## src/hw/rtl/gsm_pkg.sv

```systemverilog
// Shared types and constants for the grid search multilateration core.
// Holds fixed-point widths, register indexes and the control/status structs.
// No dependencies.
package gsm_pkg;

  localparam int FRAC_BITS = 4;
  localparam int FIELD_W   = 20;
  localparam int COORD_W   = 12;
  localparam int CFG_W     = 13;
  localparam int CFG_IDX_W = 2;

  localparam logic [CFG_IDX_W-1:0] REG_WIDTH  = 2'd0;
  localparam logic [CFG_IDX_W-1:0] REG_HEIGHT = 2'd1;

  localparam logic [CFG_W-1:0] GRID_LIMIT   = 13'd4096;
  localparam logic [CFG_W-1:0] GRID_RST_VAL = 13'd1024;

  // grid point in fixed point, absolute coordinate difference
  localparam int PX_W  = COORD_W + FRAC_BITS;
  localparam int ABS_W = ((PX_W > FIELD_W - 1) ? PX_W : FIELD_W - 1) + 1;
  localparam int SD_W  = ABS_W + 1;
  localparam int SQ_W  = 2 * ABS_W + 1;
  // rounded root, root iteration
  localparam int RT_W   = ABS_W + 1;
  localparam int OP_W   = 2 * RT_W;
  localparam int REM_W  = RT_W + 2;
  localparam int ITER_W = $clog2(RT_W + 1);
  localparam int DD_W   = 2 * RT_W;

  localparam int SUM_W = 48;
  localparam logic [SUM_W-1:0] SUM_MAX = {SUM_W{1'b1}};

  typedef struct packed {
    logic store;
    logic init;
    logic pt_start;
    logic diff;
    logic mul_x;
    logic mul_y;
    logic sqrt_step;
    logic rnd;
    logic mul_d;
    logic acc;
    logic cmp;
    logic fin;
  } cmd_t;

  typedef struct packed {
    logic grid_empty;
    logic count_zero;
    logic last_anchor;
    logic last_point;
    logic out_free;
  } sts_t;

endpackage

```

## src/hw/rtl/grid_search_multilateration_core.sv

```systemverilog
// An anchor without the last flag is stored and the core waits for more. A last
//   anchor is stored too and starts a scan of a W by H grid against the N stored
//   anchors, using the one-digit-per-cycle root unit.
// Throughput: anchor loads one per cycle; the input stalls during a scan.
// Reset (rst_n, synchronous, active low): grid registers go to 1024, the
//   anchor set is emptied and no result is pending.
module grid_search_multilateration_core #(
  parameter int MAX_ANCHORS = 16
) (
  input  logic                                clk,
  input  logic                                rst_n,
  // anchor input
  input  logic                                in_valid,
  output logic                                in_stall,
  input  logic signed [gsm_pkg::FIELD_W-1:0]  in_anchor_x,
  input  logic signed [gsm_pkg::FIELD_W-1:0]  in_anchor_y,
  input  logic [gsm_pkg::FIELD_W-1:0]         in_anchor_range,
  input  logic                                in_last_anchor,
  // result output
  output logic                                out_valid,
  input  logic                                out_stall,
  output logic [gsm_pkg::COORD_W-1:0]         out_best_x,
  output logic [gsm_pkg::COORD_W-1:0]         out_best_y,
  // configuration writes
  input  logic                                cfg_valid,
  output logic                                cfg_ready,
  input  logic [gsm_pkg::CFG_IDX_W-1:0]       cfg_index,
  input  logic [gsm_pkg::CFG_W-1:0]           cfg_data
);

  gsm_pkg::cmd_t cmd;
  gsm_pkg::sts_t sts;

  // every configuration transfer completes at once
  assign cfg_ready = 1'b1;

  // controller: anchor loads, then point and anchor loops
  gsm_ctrl u_ctrl (
    .clk      (clk),
    .rst_n    (rst_n),
    .in_valid (in_valid),
    .in_last  (in_last_anchor),
    .in_stall (in_stall),
    .sts      (sts),
    .cmd      (cmd)
  );

  // datapath: memory, distance, root, residual sum, best point
  gsm_dp #(
    .MAX_ANCHORS (MAX_ANCHORS)
  ) u_dp (
    .clk             (clk),
    .rst_n           (rst_n),
    .cmd             (cmd),
    .sts             (sts),
    .cfg_valid       (cfg_valid & cfg_ready),
    .cfg_index       (cfg_index),
    .cfg_data        (cfg_data),
    .in_anchor_x     (in_anchor_x),
    .in_anchor_y     (in_anchor_y),
    .in_anchor_range (in_anchor_range),
    .out_valid       (out_valid),
    .out_stall       (out_stall),
    .out_best_x      (out_best_x),
    .out_best_y      (out_best_y)
  );

endmodule

```

## src/hw/rtl/gsm_ctrl.sv

```systemverilog
// Controller state machine of the grid search multilateration core.
// Sequences anchor loads and the per-point, per-anchor scan steps.
// Depends on gsm_pkg.
module gsm_ctrl (
  input  logic          clk,
  input  logic          rst_n,
  input  logic          in_valid,
  input  logic          in_last,
  output logic          in_stall,
  input  gsm_pkg::sts_t sts,
  output gsm_pkg::cmd_t cmd
);

  localparam logic [3:0] ST_IDLE = 4'd0;
  localparam logic [3:0] ST_INIT = 4'd1;
  localparam logic [3:0] ST_PT   = 4'd2;
  localparam logic [3:0] ST_RD   = 4'd3;
  localparam logic [3:0] ST_DIFF = 4'd4;
  localparam logic [3:0] ST_MULX = 4'd5;
  localparam logic [3:0] ST_MULY = 4'd6;
  localparam logic [3:0] ST_SQRT = 4'd7;
  localparam logic [3:0] ST_RND  = 4'd8;
  localparam logic [3:0] ST_MULD = 4'd9;
  localparam logic [3:0] ST_ACC  = 4'd10;
  localparam logic [3:0] ST_CMP  = 4'd11;
  localparam logic [3:0] ST_FIN  = 4'd12;

  logic [3:0]                  state_r, state_nxt;
  logic [gsm_pkg::ITER_W-1:0]  iter_r, iter_nxt;
  logic                        accept;

  assign in_stall = (state_r != ST_IDLE);
  assign accept   = in_valid && !in_stall;

  always_comb begin
    state_nxt = state_r;
    iter_nxt  = iter_r;
    cmd       = '0;
    unique case (state_r)
      ST_IDLE: begin
        cmd.store = accept;
        if (accept && in_last) state_nxt = ST_INIT;
      end
      ST_INIT: begin
        cmd.init  = 1'b1;
        state_nxt = sts.grid_empty ? ST_FIN : ST_PT;
      end
      ST_PT: begin
        cmd.pt_start = 1'b1;
        state_nxt    = sts.count_zero ? ST_CMP : ST_RD;
      end
      ST_RD: begin
        state_nxt = ST_DIFF;
      end
      ST_DIFF: begin
        cmd.diff  = 1'b1;
        state_nxt = ST_MULX;
      end
      ST_MULX: begin
        cmd.mul_x = 1'b1;
        state_nxt = ST_MULY;
      end
      ST_MULY: begin
        cmd.mul_y = 1'b1;
        iter_nxt  = '0;
        state_nxt = ST_SQRT;
      end
      ST_SQRT: begin
        cmd.sqrt_step = 1'b1;
        iter_nxt      = iter_r + 1'b1;
        if (iter_r == gsm_pkg::ITER_W'(gsm_pkg::RT_W - 1)) state_nxt = ST_RND;
      end
      ST_RND: begin
        cmd.rnd   = 1'b1;
        state_nxt = ST_MULD;
      end
      ST_MULD: begin
        cmd.mul_d = 1'b1;
        state_nxt = ST_ACC;
      end
      ST_ACC: begin
        cmd.acc   = 1'b1;
        state_nxt = sts.last_anchor ? ST_CMP : ST_RD;
      end
      ST_CMP: begin
        cmd.cmp   = 1'b1;
        state_nxt = sts.last_point ? ST_FIN : ST_PT;
      end
      ST_FIN: begin
        // hold until the output register is free
        if (sts.out_free) begin
          cmd.fin   = 1'b1;
          state_nxt = ST_IDLE;
        end
      end
      default: state_nxt = ST_IDLE;
    endcase
  end

  always_ff @(posedge clk) begin
    if (!rst_n) begin
      state_r <= ST_IDLE;
      iter_r  <= '0;
    end else begin
      state_r <= state_nxt;
      iter_r  <= iter_nxt;
    end
  end

endmodule

```

## src/hw/rtl/gsm_dp.sv

```systemverilog
// Datapath of the grid search multilateration core: anchor memory, grid
// counters, distance, root, residual sum and best point. Depends on gsm_pkg.
module gsm_dp #(
  parameter int MAX_ANCHORS = 16
) (
  input  logic                                    clk,
  input  logic                                    rst_n,
  input  gsm_pkg::cmd_t                           cmd,
  output gsm_pkg::sts_t                           sts,
  input  logic                                    cfg_valid,
  input  logic [gsm_pkg::CFG_IDX_W-1:0]           cfg_index,
  input  logic [gsm_pkg::CFG_W-1:0]               cfg_data,
  input  logic signed [gsm_pkg::FIELD_W-1:0]      in_anchor_x,
  input  logic signed [gsm_pkg::FIELD_W-1:0]      in_anchor_y,
  input  logic [gsm_pkg::FIELD_W-1:0]             in_anchor_range,
  output logic                                    out_valid,
  input  logic                                    out_stall,
  output logic [gsm_pkg::COORD_W-1:0]             out_best_x,
  output logic [gsm_pkg::COORD_W-1:0]             out_best_y
);

  localparam int AW = (MAX_ANCHORS > 1) ? $clog2(MAX_ANCHORS) : 1;
  localparam int CW = $clog2(MAX_ANCHORS + 1);
  localparam int FW = gsm_pkg::FIELD_W;
  localparam int MW = 3 * FW;

  logic [gsm_pkg::CFG_W-1:0]   gw_r, gh_r, w_c, h_c;
  logic [CW-1:0]               count_r;
  logic [AW-1:0]               a_r;
  logic [MW-1:0]               mem [MAX_ANCHORS];
  logic [MW-1:0]               rd_q;
  logic [gsm_pkg::COORD_W-1:0] x_r, y_r, bx_r, by_r, ox_r, oy_r;
  logic                        out_valid_r;

  logic [gsm_pkg::PX_W-1:0]         px_u, py_u;
  logic signed [gsm_pkg::SD_W-1:0]  ddx, ddy;
  logic [gsm_pkg::ABS_W-1:0]        adx_r, ady_r;
  logic [2*gsm_pkg::ABS_W-1:0]      sqx, sqy;
  logic [gsm_pkg::SQ_W-1:0]         sq_r;
  logic [gsm_pkg::OP_W-1:0]         op_r;
  logic [gsm_pkg::REM_W-1:0]        rem_r, rem_sh, trial;
  logic [gsm_pkg::RT_W-1:0]         root_r, root_rnd;
  logic signed [gsm_pkg::RT_W:0]    ds;
  logic [gsm_pkg::RT_W-1:0]         d_r;
  logic [gsm_pkg::DD_W-1:0]         dd_r;
  logic [gsm_pkg::SUM_W:0]          sum_ext;
  logic [gsm_pkg::SUM_W-1:0]        sum_r, least_r;

  // configuration, clamp to the grid limit
  always_ff @(posedge clk) begin
    if (!rst_n) begin
      gw_r <= gsm_pkg::GRID_RST_VAL;
      gh_r <= gsm_pkg::GRID_RST_VAL;
    end else if (cfg_valid) begin
      unique case (cfg_index)
        gsm_pkg::REG_WIDTH:  gw_r <= cfg_data;
        gsm_pkg::REG_HEIGHT: gh_r <= cfg_data;
        default: ;
      endcase
    end
  end

  assign w_c = (gw_r > gsm_pkg::GRID_LIMIT) ? gsm_pkg::GRID_LIMIT : gw_r;
  assign h_c = (gh_r > gsm_pkg::GRID_LIMIT) ? gsm_pkg::GRID_LIMIT : gh_r;

  assign sts.grid_empty  = (w_c == '0) || (h_c == '0);
  assign sts.count_zero  = (count_r == '0);
  assign sts.last_anchor = (CW'(a_r) == count_r - 1'b1);
  assign sts.last_point  = ({1'b0, x_r} == w_c - 1'b1) && ({1'b0, y_r} == h_c - 1'b1);
  assign sts.out_free    = !out_valid_r || !out_stall;

  // anchor memory
  always_ff @(posedge clk) begin
    if (cmd.store && (count_r < CW'(MAX_ANCHORS)))
      mem[count_r[AW-1:0]] <= {in_anchor_x, in_anchor_y, in_anchor_range};
    rd_q <= mem[a_r];
  end

  always_ff @(posedge clk) begin
    if (!rst_n) begin
      count_r <= '0;
    end else if (cmd.fin) begin
      count_r <= '0;
    end else if (cmd.store && (count_r < CW'(MAX_ANCHORS))) begin
      count_r <= count_r + 1'b1;
    end
  end

  // distance terms
  assign px_u = gsm_pkg::PX_W'(x_r) << gsm_pkg::FRAC_BITS;
  assign py_u = gsm_pkg::PX_W'(y_r) << gsm_pkg::FRAC_BITS;
  assign ddx  = signed'(gsm_pkg::SD_W'(px_u))
              - gsm_pkg::SD_W'(signed'(rd_q[MW-1 -: FW]));
  assign ddy  = signed'(gsm_pkg::SD_W'(py_u))
              - gsm_pkg::SD_W'(signed'(rd_q[2*FW-1 -: FW]));
  assign sqx  = adx_r * adx_r;
  assign sqy  = ady_r * ady_r;

  // one root digit per step
  assign rem_sh   = {rem_r[gsm_pkg::REM_W-3:0], op_r[gsm_pkg::OP_W-1 -: 2]};
  assign trial    = {root_r, 2'b01};
  assign root_rnd = root_r + gsm_pkg::RT_W'(rem_r > gsm_pkg::REM_W'(root_r));
  assign ds       = signed'({1'b0, root_rnd})
                  - signed'((gsm_pkg::RT_W + 1)'(rd_q[FW-1:0]));
  assign sum_ext = {1'b0, sum_r} + (gsm_pkg::SUM_W + 1)'(dd_r);

  always_ff @(posedge clk) begin
    if (cmd.diff) begin
      adx_r <= ddx[gsm_pkg::SD_W-1] ? gsm_pkg::ABS_W'(-ddx) : gsm_pkg::ABS_W'(ddx);
      ady_r <= ddy[gsm_pkg::SD_W-1] ? gsm_pkg::ABS_W'(-ddy) : gsm_pkg::ABS_W'(ddy);
    end
    if (cmd.mul_x) sq_r <= gsm_pkg::SQ_W'(sqx);
    if (cmd.mul_y) begin
      op_r   <= gsm_pkg::OP_W'(sq_r + gsm_pkg::SQ_W'(sqy));
      rem_r  <= '0;
      root_r <= '0;
    end
    if (cmd.sqrt_step) begin
      op_r <= op_r << 2;
      if (rem_sh >= trial) begin
        rem_r  <= rem_sh - trial;
        root_r <= {root_r[gsm_pkg::RT_W-2:0], 1'b1};
      end else begin
        rem_r  <= rem_sh;
        root_r <= {root_r[gsm_pkg::RT_W-2:0], 1'b0};
      end
    end
    if (cmd.rnd)   d_r  <= ds[gsm_pkg::RT_W] ? gsm_pkg::RT_W'(-ds) : gsm_pkg::RT_W'(ds);
    if (cmd.mul_d) dd_r <= d_r * d_r;
    if (cmd.pt_start) begin
      sum_r <= '0;
      a_r   <= '0;
    end
    if (cmd.acc) begin
      sum_r <= sum_ext[gsm_pkg::SUM_W] ? gsm_pkg::SUM_MAX : sum_ext[gsm_pkg::SUM_W-1:0];
      a_r   <= a_r + 1'b1;
    end
    if (cmd.init) begin
      least_r <= gsm_pkg::SUM_MAX;
      bx_r    <= '0;
      by_r    <= '0;
      x_r     <= '0;
      y_r     <= '0;
    end
    if (cmd.cmp) begin
      if (sum_r < least_r) begin
        least_r <= sum_r;
        bx_r    <= x_r;
        by_r    <= y_r;
      end
      if ({1'b0, x_r} == w_c - 1'b1) begin
        x_r <= '0;
        y_r <= y_r + 1'b1;
      end else begin
        x_r <= x_r + 1'b1;
      end
    end
    if (cmd.fin) begin
      ox_r <= bx_r;
      oy_r <= by_r;
    end
  end

  always_ff @(posedge clk) begin
    if (!rst_n) begin
      out_valid_r <= 1'b0;
    end else if (cmd.fin) begin
      out_valid_r <= 1'b1;
    end else if (!out_stall) begin
      out_valid_r <= 1'b0;
    end
  end

  assign out_valid  = out_valid_r;
  assign out_best_x = ox_r;
  assign out_best_y = oy_r;

endmodule
```

## config.mk

```make
export PLATFORM = sky130hd
export DESIGN_NAME = grid_search_multilateration_core
export DESIGN_NICKNAME = d
export VERILOG_FILES = /design/src/hw/rtl/gsm_pkg.sv /design/src/hw/rtl/grid_search_multilateration_core.sv /design/src/hw/rtl/gsm_ctrl.sv /design/src/hw/rtl/gsm_dp.sv
export SDC_FILE = /design/constraint.sdc
export NUM_CORES = 2
export LEC_CHECK = 0
export BUFFER_PORTS_ARGS = -buffer_cell sky130_fd_sc_hd__buf_2
export CAP_MARGIN = 0
export CELL_PAD_IN_SITES_DETAIL_PLACEMENT = 1
export CELL_PAD_IN_SITES_GLOBAL_PLACEMENT = 1
export CORE_UTILIZATION = 45
export DETAILED_ROUTE_END_ITERATION = 10
export PLACE_DENSITY = 0.79
export SETUP_SLACK_MARGIN = 0.3
export SYNTH_ARGS = -nofsm -noshare
export SYNTH_HDL_FRONTEND = slang
export SYNTH_HIERARCHICAL = 1
export SYNTH_SLANG_ARGS = --single-unit
```

## constraint.sdc

```tcl
create_clock -name clk -period 10.15 [get_ports clk]
set_clock_uncertainty 0.15 [all_clocks]
set_input_delay 2.03 -clock clk [delete_from_list [all_inputs] [get_ports clk]]
set_output_delay 2.03 -clock clk [all_outputs]
set_load 0.005 [all_outputs]
```

==> impl_metrics.ini <==
[worst_setup_path]
cp_max_fo = 20
cp-end-kind = flip-flop
arrival_ns = 8.83
r2r-start = u_dp/ady_r[4]
r2r_cells = 24
critical-path-slowest-cell = edfxtp_1
crit_chain = nand2_1 -> fa_1 -> inv_1 -> fa_1 -> inv_1 -> fa_1 -> inv_1 -> fa_1 -> fa_1 -> fa_1 -> inv_1 -> fa_1 -> inv_1 -> ha_1 -> a211oi_1 -> nand2_1 -> a31oi_1 -> o32a_1 -> o21ai_0 -> o21ai_0 -> o31a_1 -> a21boi_0 -> or4b_2 -> nand3_1
path_delay_family = adder cells
cp_num_buf_inv = 5
worstReg2RegEnd = u_dp/op_r[38]
cp_slowest_stage_delay_ns = 0.98
required_ns = 10.62
path_common_cell = fa_1
start_kind = flip-flop
rrSetupSlack_ns = 1.79
crit_type = flip-flop to flip-flop

[timing]
tns_ns = 0
setup_viol = 0
maxSlewViolCount = 0
max_freq_ghz = 0.120
relSlewSlack_pct = 21.5
tightest_slew_ns = 1.18
post-route-period-util_pct = 82.3
hold_viol = 0
rsz0062_at_grt = false
fin_crit_ns = 8.36

[hold_path]
hold_start = u_dp/bx_r[3]
worstHoldPathType = flip-flop to flip-flop
hold_path_end = u_dp/out_best_x[3]
hold_depth = 0

[route]
viasPerCell = 5.54
drt_wl_total_um = 265000
dr_total_vias = 62300
wl_per_cell_um = 23.6
drt-initial-drc-count = 3920
ant_nets = 0
first_pass_iters = 5
drc = 0

[run_status]
status = complete, no violations

[finish]
layout-drive-gt1-share_pct = 9.80
fill_cells = 22700
multi_input_area_um2 = 50900
layout.nets = 9754
regArea_um2 = 42000
area_growth_pct = 8.85

[synth]
synth-edff-count = 1273
synth_area_um2 = 99500
synthArstFlopShare_pct = 0
seq_area_frac_synth_pct = 42.2
synth-seq-cells = 1460
syn_inst = 8116
ys_types = 101
synth_area_per_cell_um2 = 12.3
yosys_most_used_dff = edfxtp_1
synth_top_area_share_pct = 38.4
yosysTopAreaCell = edfxtp_1
syn-num-nets = 9723
yosys_warnings = 6
synthTopCellsByArea = edfxtp_1 38%, fa_1 18%, ha_1 7.7%

[cts]
clock_path_buffers = 3
clk_pin_slew_ns = 0.07
cts_resized = 0
h-tree-depth = 4
cts-root-buf = clkbuf_16
clk_latency_ns = 0.81
clock_sinks = 1460
cts_tree = yes
post_cts_buffers = 0
ctsHoldBuffers = 0
numCtsBuffers = 150

[grt]
grt_pass1_vias = 69500
antenna_found_initial = 33
grt_pass1_wl_um = 410000
track_usage_pct = 24.0
grt_max_degree = 108
grt_overflow_total = 0

[place]
gp_congestion = 0.870
port_buffers = 106
hpwlAfterDp_um = 186000

[job]
drv_cap = 0

[floorplanning]
chipWidth_um = 472
initial_utilization_pct = 45.3
core_um2 = 220000
die-area_um2 = 223000
die_h_um = 472
ios = 108
std_cell_rows = 172
[sequential cells by signal, summed over array words and instances, names as in the netlist, 20 cells and up]
register	flops
u_dp/mem	960
u_dp/dd_r	41
u_dp/d_r	21
u_dp/rd_q	60
u_dp/ady_r	20
u_dp/rem_r	23
u_dp/sum_r	48
u_dp/op_r	42
u_dp/root_r	21
u_dp/sq_r	39
u_dp/least_r	48
u_dp/adx_r	20
[through the flow]
stage	std cells	setup WS, ns	hold slack [ns]	utilization, %	cell area, µm²
2_1_floorplan	8116	2.92	0.251	-	99500
3_3_place_gp	11000	2.04	0.260	47.0	103000
3_5_place_dp	11000	1.93	0.260	47.0	103000
4_1_cts	11200	1.84	0.273	49.3	108000
5_1_grt	11200	1.36	0.291	49.3	108000
6_report	11200	1.79	0.272	49.3	108000
[cell usage in the layout, fill, tap and decap left out, types with 135 or more instances in the layout]
cell type  Yosys  final
nor2_1       352    350
mux4_2       300    300
dfxtp_1      187    187
o21ai_0      165    165
clkbuf_16      0    151
a21oi_1      322    322
edfxtp_1    1273   1273
xor2_1       135    135
ha_1         616    616
nand2_1      564    563
fa_1         910    910
and2_1       273    257
inv_1       1484   1483
xnor2_1      234    234
[synth_stat cells (all sizes together) (7+ instances only)]
cell type,n
o2111ai,8
ha,616
nand2b,47
or3,16
a21oi,322
a211oi,30
nor2b,78
a21boi,30
and4,8
buf,24
edfxtp,1273
xnor2,234
o211ai,24
or2,26
o21bai,40
nor2,353
mux2i,55
nand2,565
and2,273
nand3b,10
a211o,13
o21ai,167
nand3,91
nor3,71
nand4,40
o31ai,17
xor2,135
nor3b,13
dfxtp,187
nor4b,7
nor4,19
o21a,32
a311oi,7
clkbuf,268
mux2,29
inv,1485
a31oi,38
o41ai,9
and3,34
o31a,13
fa,910
mux4,300
a21o,104
[layout make-up]
type | count | share of cell area (%)
clock buffers | 204 | 3.84
clock inverters | 74 | 0.860
diodes | 5 | 0.0116
repair buffers | 171 | 0.952
flip-flops and latches | 1460 | 38.8
inverters | 1486 | 5.15
multi-input cells | 4878 | 47.0
well taps | 2958 | 3.42
[how the worst max path moves through the flow]
stage	depth (start not counted)	to	slack, ns	from
detailed placement	24	u_dp/op_r[38]	1.93	u_dp/ady_r[4]
global route	24	u_dp/op_r[38]	1.36	u_dp/ady_r[4]
CTS	24	u_dp/op_r[38]	1.84	u_dp/ady_r[4]
finish	24	u_dp/op_r[38]	1.79	u_dp/ady_r[4]
floorplan	24	u_dp/op_r[38]	2.92	u_dp/ady_r[7]
global placement	25	u_dp/dd_r[37]	2.04	u_dp/d_r[15]
[cell families (layout without fill, tap and decap cells)]
kind of cell | after synthesis | count (layout) | share of synthesized area [%]
multiplexers | 384 | 384 | 7.67
adder cells (fa/ha/maj) | 1526 | 1526 | 26.1
buffers and inverters | 1778 | 1935 | 6.74
AND/OR/NAND/NOR | 1675 | 1675 | 8.17
AO/OA/AOI/OAI | 922 | 922 | 5.93
XOR/XNOR | 369 | 369 | 3.25
flip-flops | 1460 | 1460 | 42.2
other | 2 | 7 | 0.00755
[metal layers]
metal	global-route usage, %	up-vias	share of wire (%)
met1	29.6	32500	39
li1	-	27400	-
met3	3.40	495	5.3
met5	0	-	0.10
met2	43.5	1763	52
met4	7.13	40	2.9
[worst register-to-register path, stage by stage (launching register included)]
cell,delay [ns]
edfxtp_1,0.98
nand2_1,0.21
fa_1,0.59
inv_1,0.09
fa_1,0.53
inv_1,0.05
fa_1,0.47
inv_1,0.06
fa_1,0.50
fa_1,0.52
fa_1,0.50
inv_1,0.05
fa_1,0.47
inv_1,0.04
ha_1,0.33
a211oi_1,0.37
nand2_1,0.11
a31oi_1,0.18
o32a_1,0.16
o21ai_0,0.24
o21ai_0,0.53
o31a_1,0.26
a21boi_0,0.12
or4b_2,0.61
nand3_1,0.10
Power is left out: the tool's default activity adds up to more than one toggle a clock period on the data nets, which glitch-free logic cannot reach.
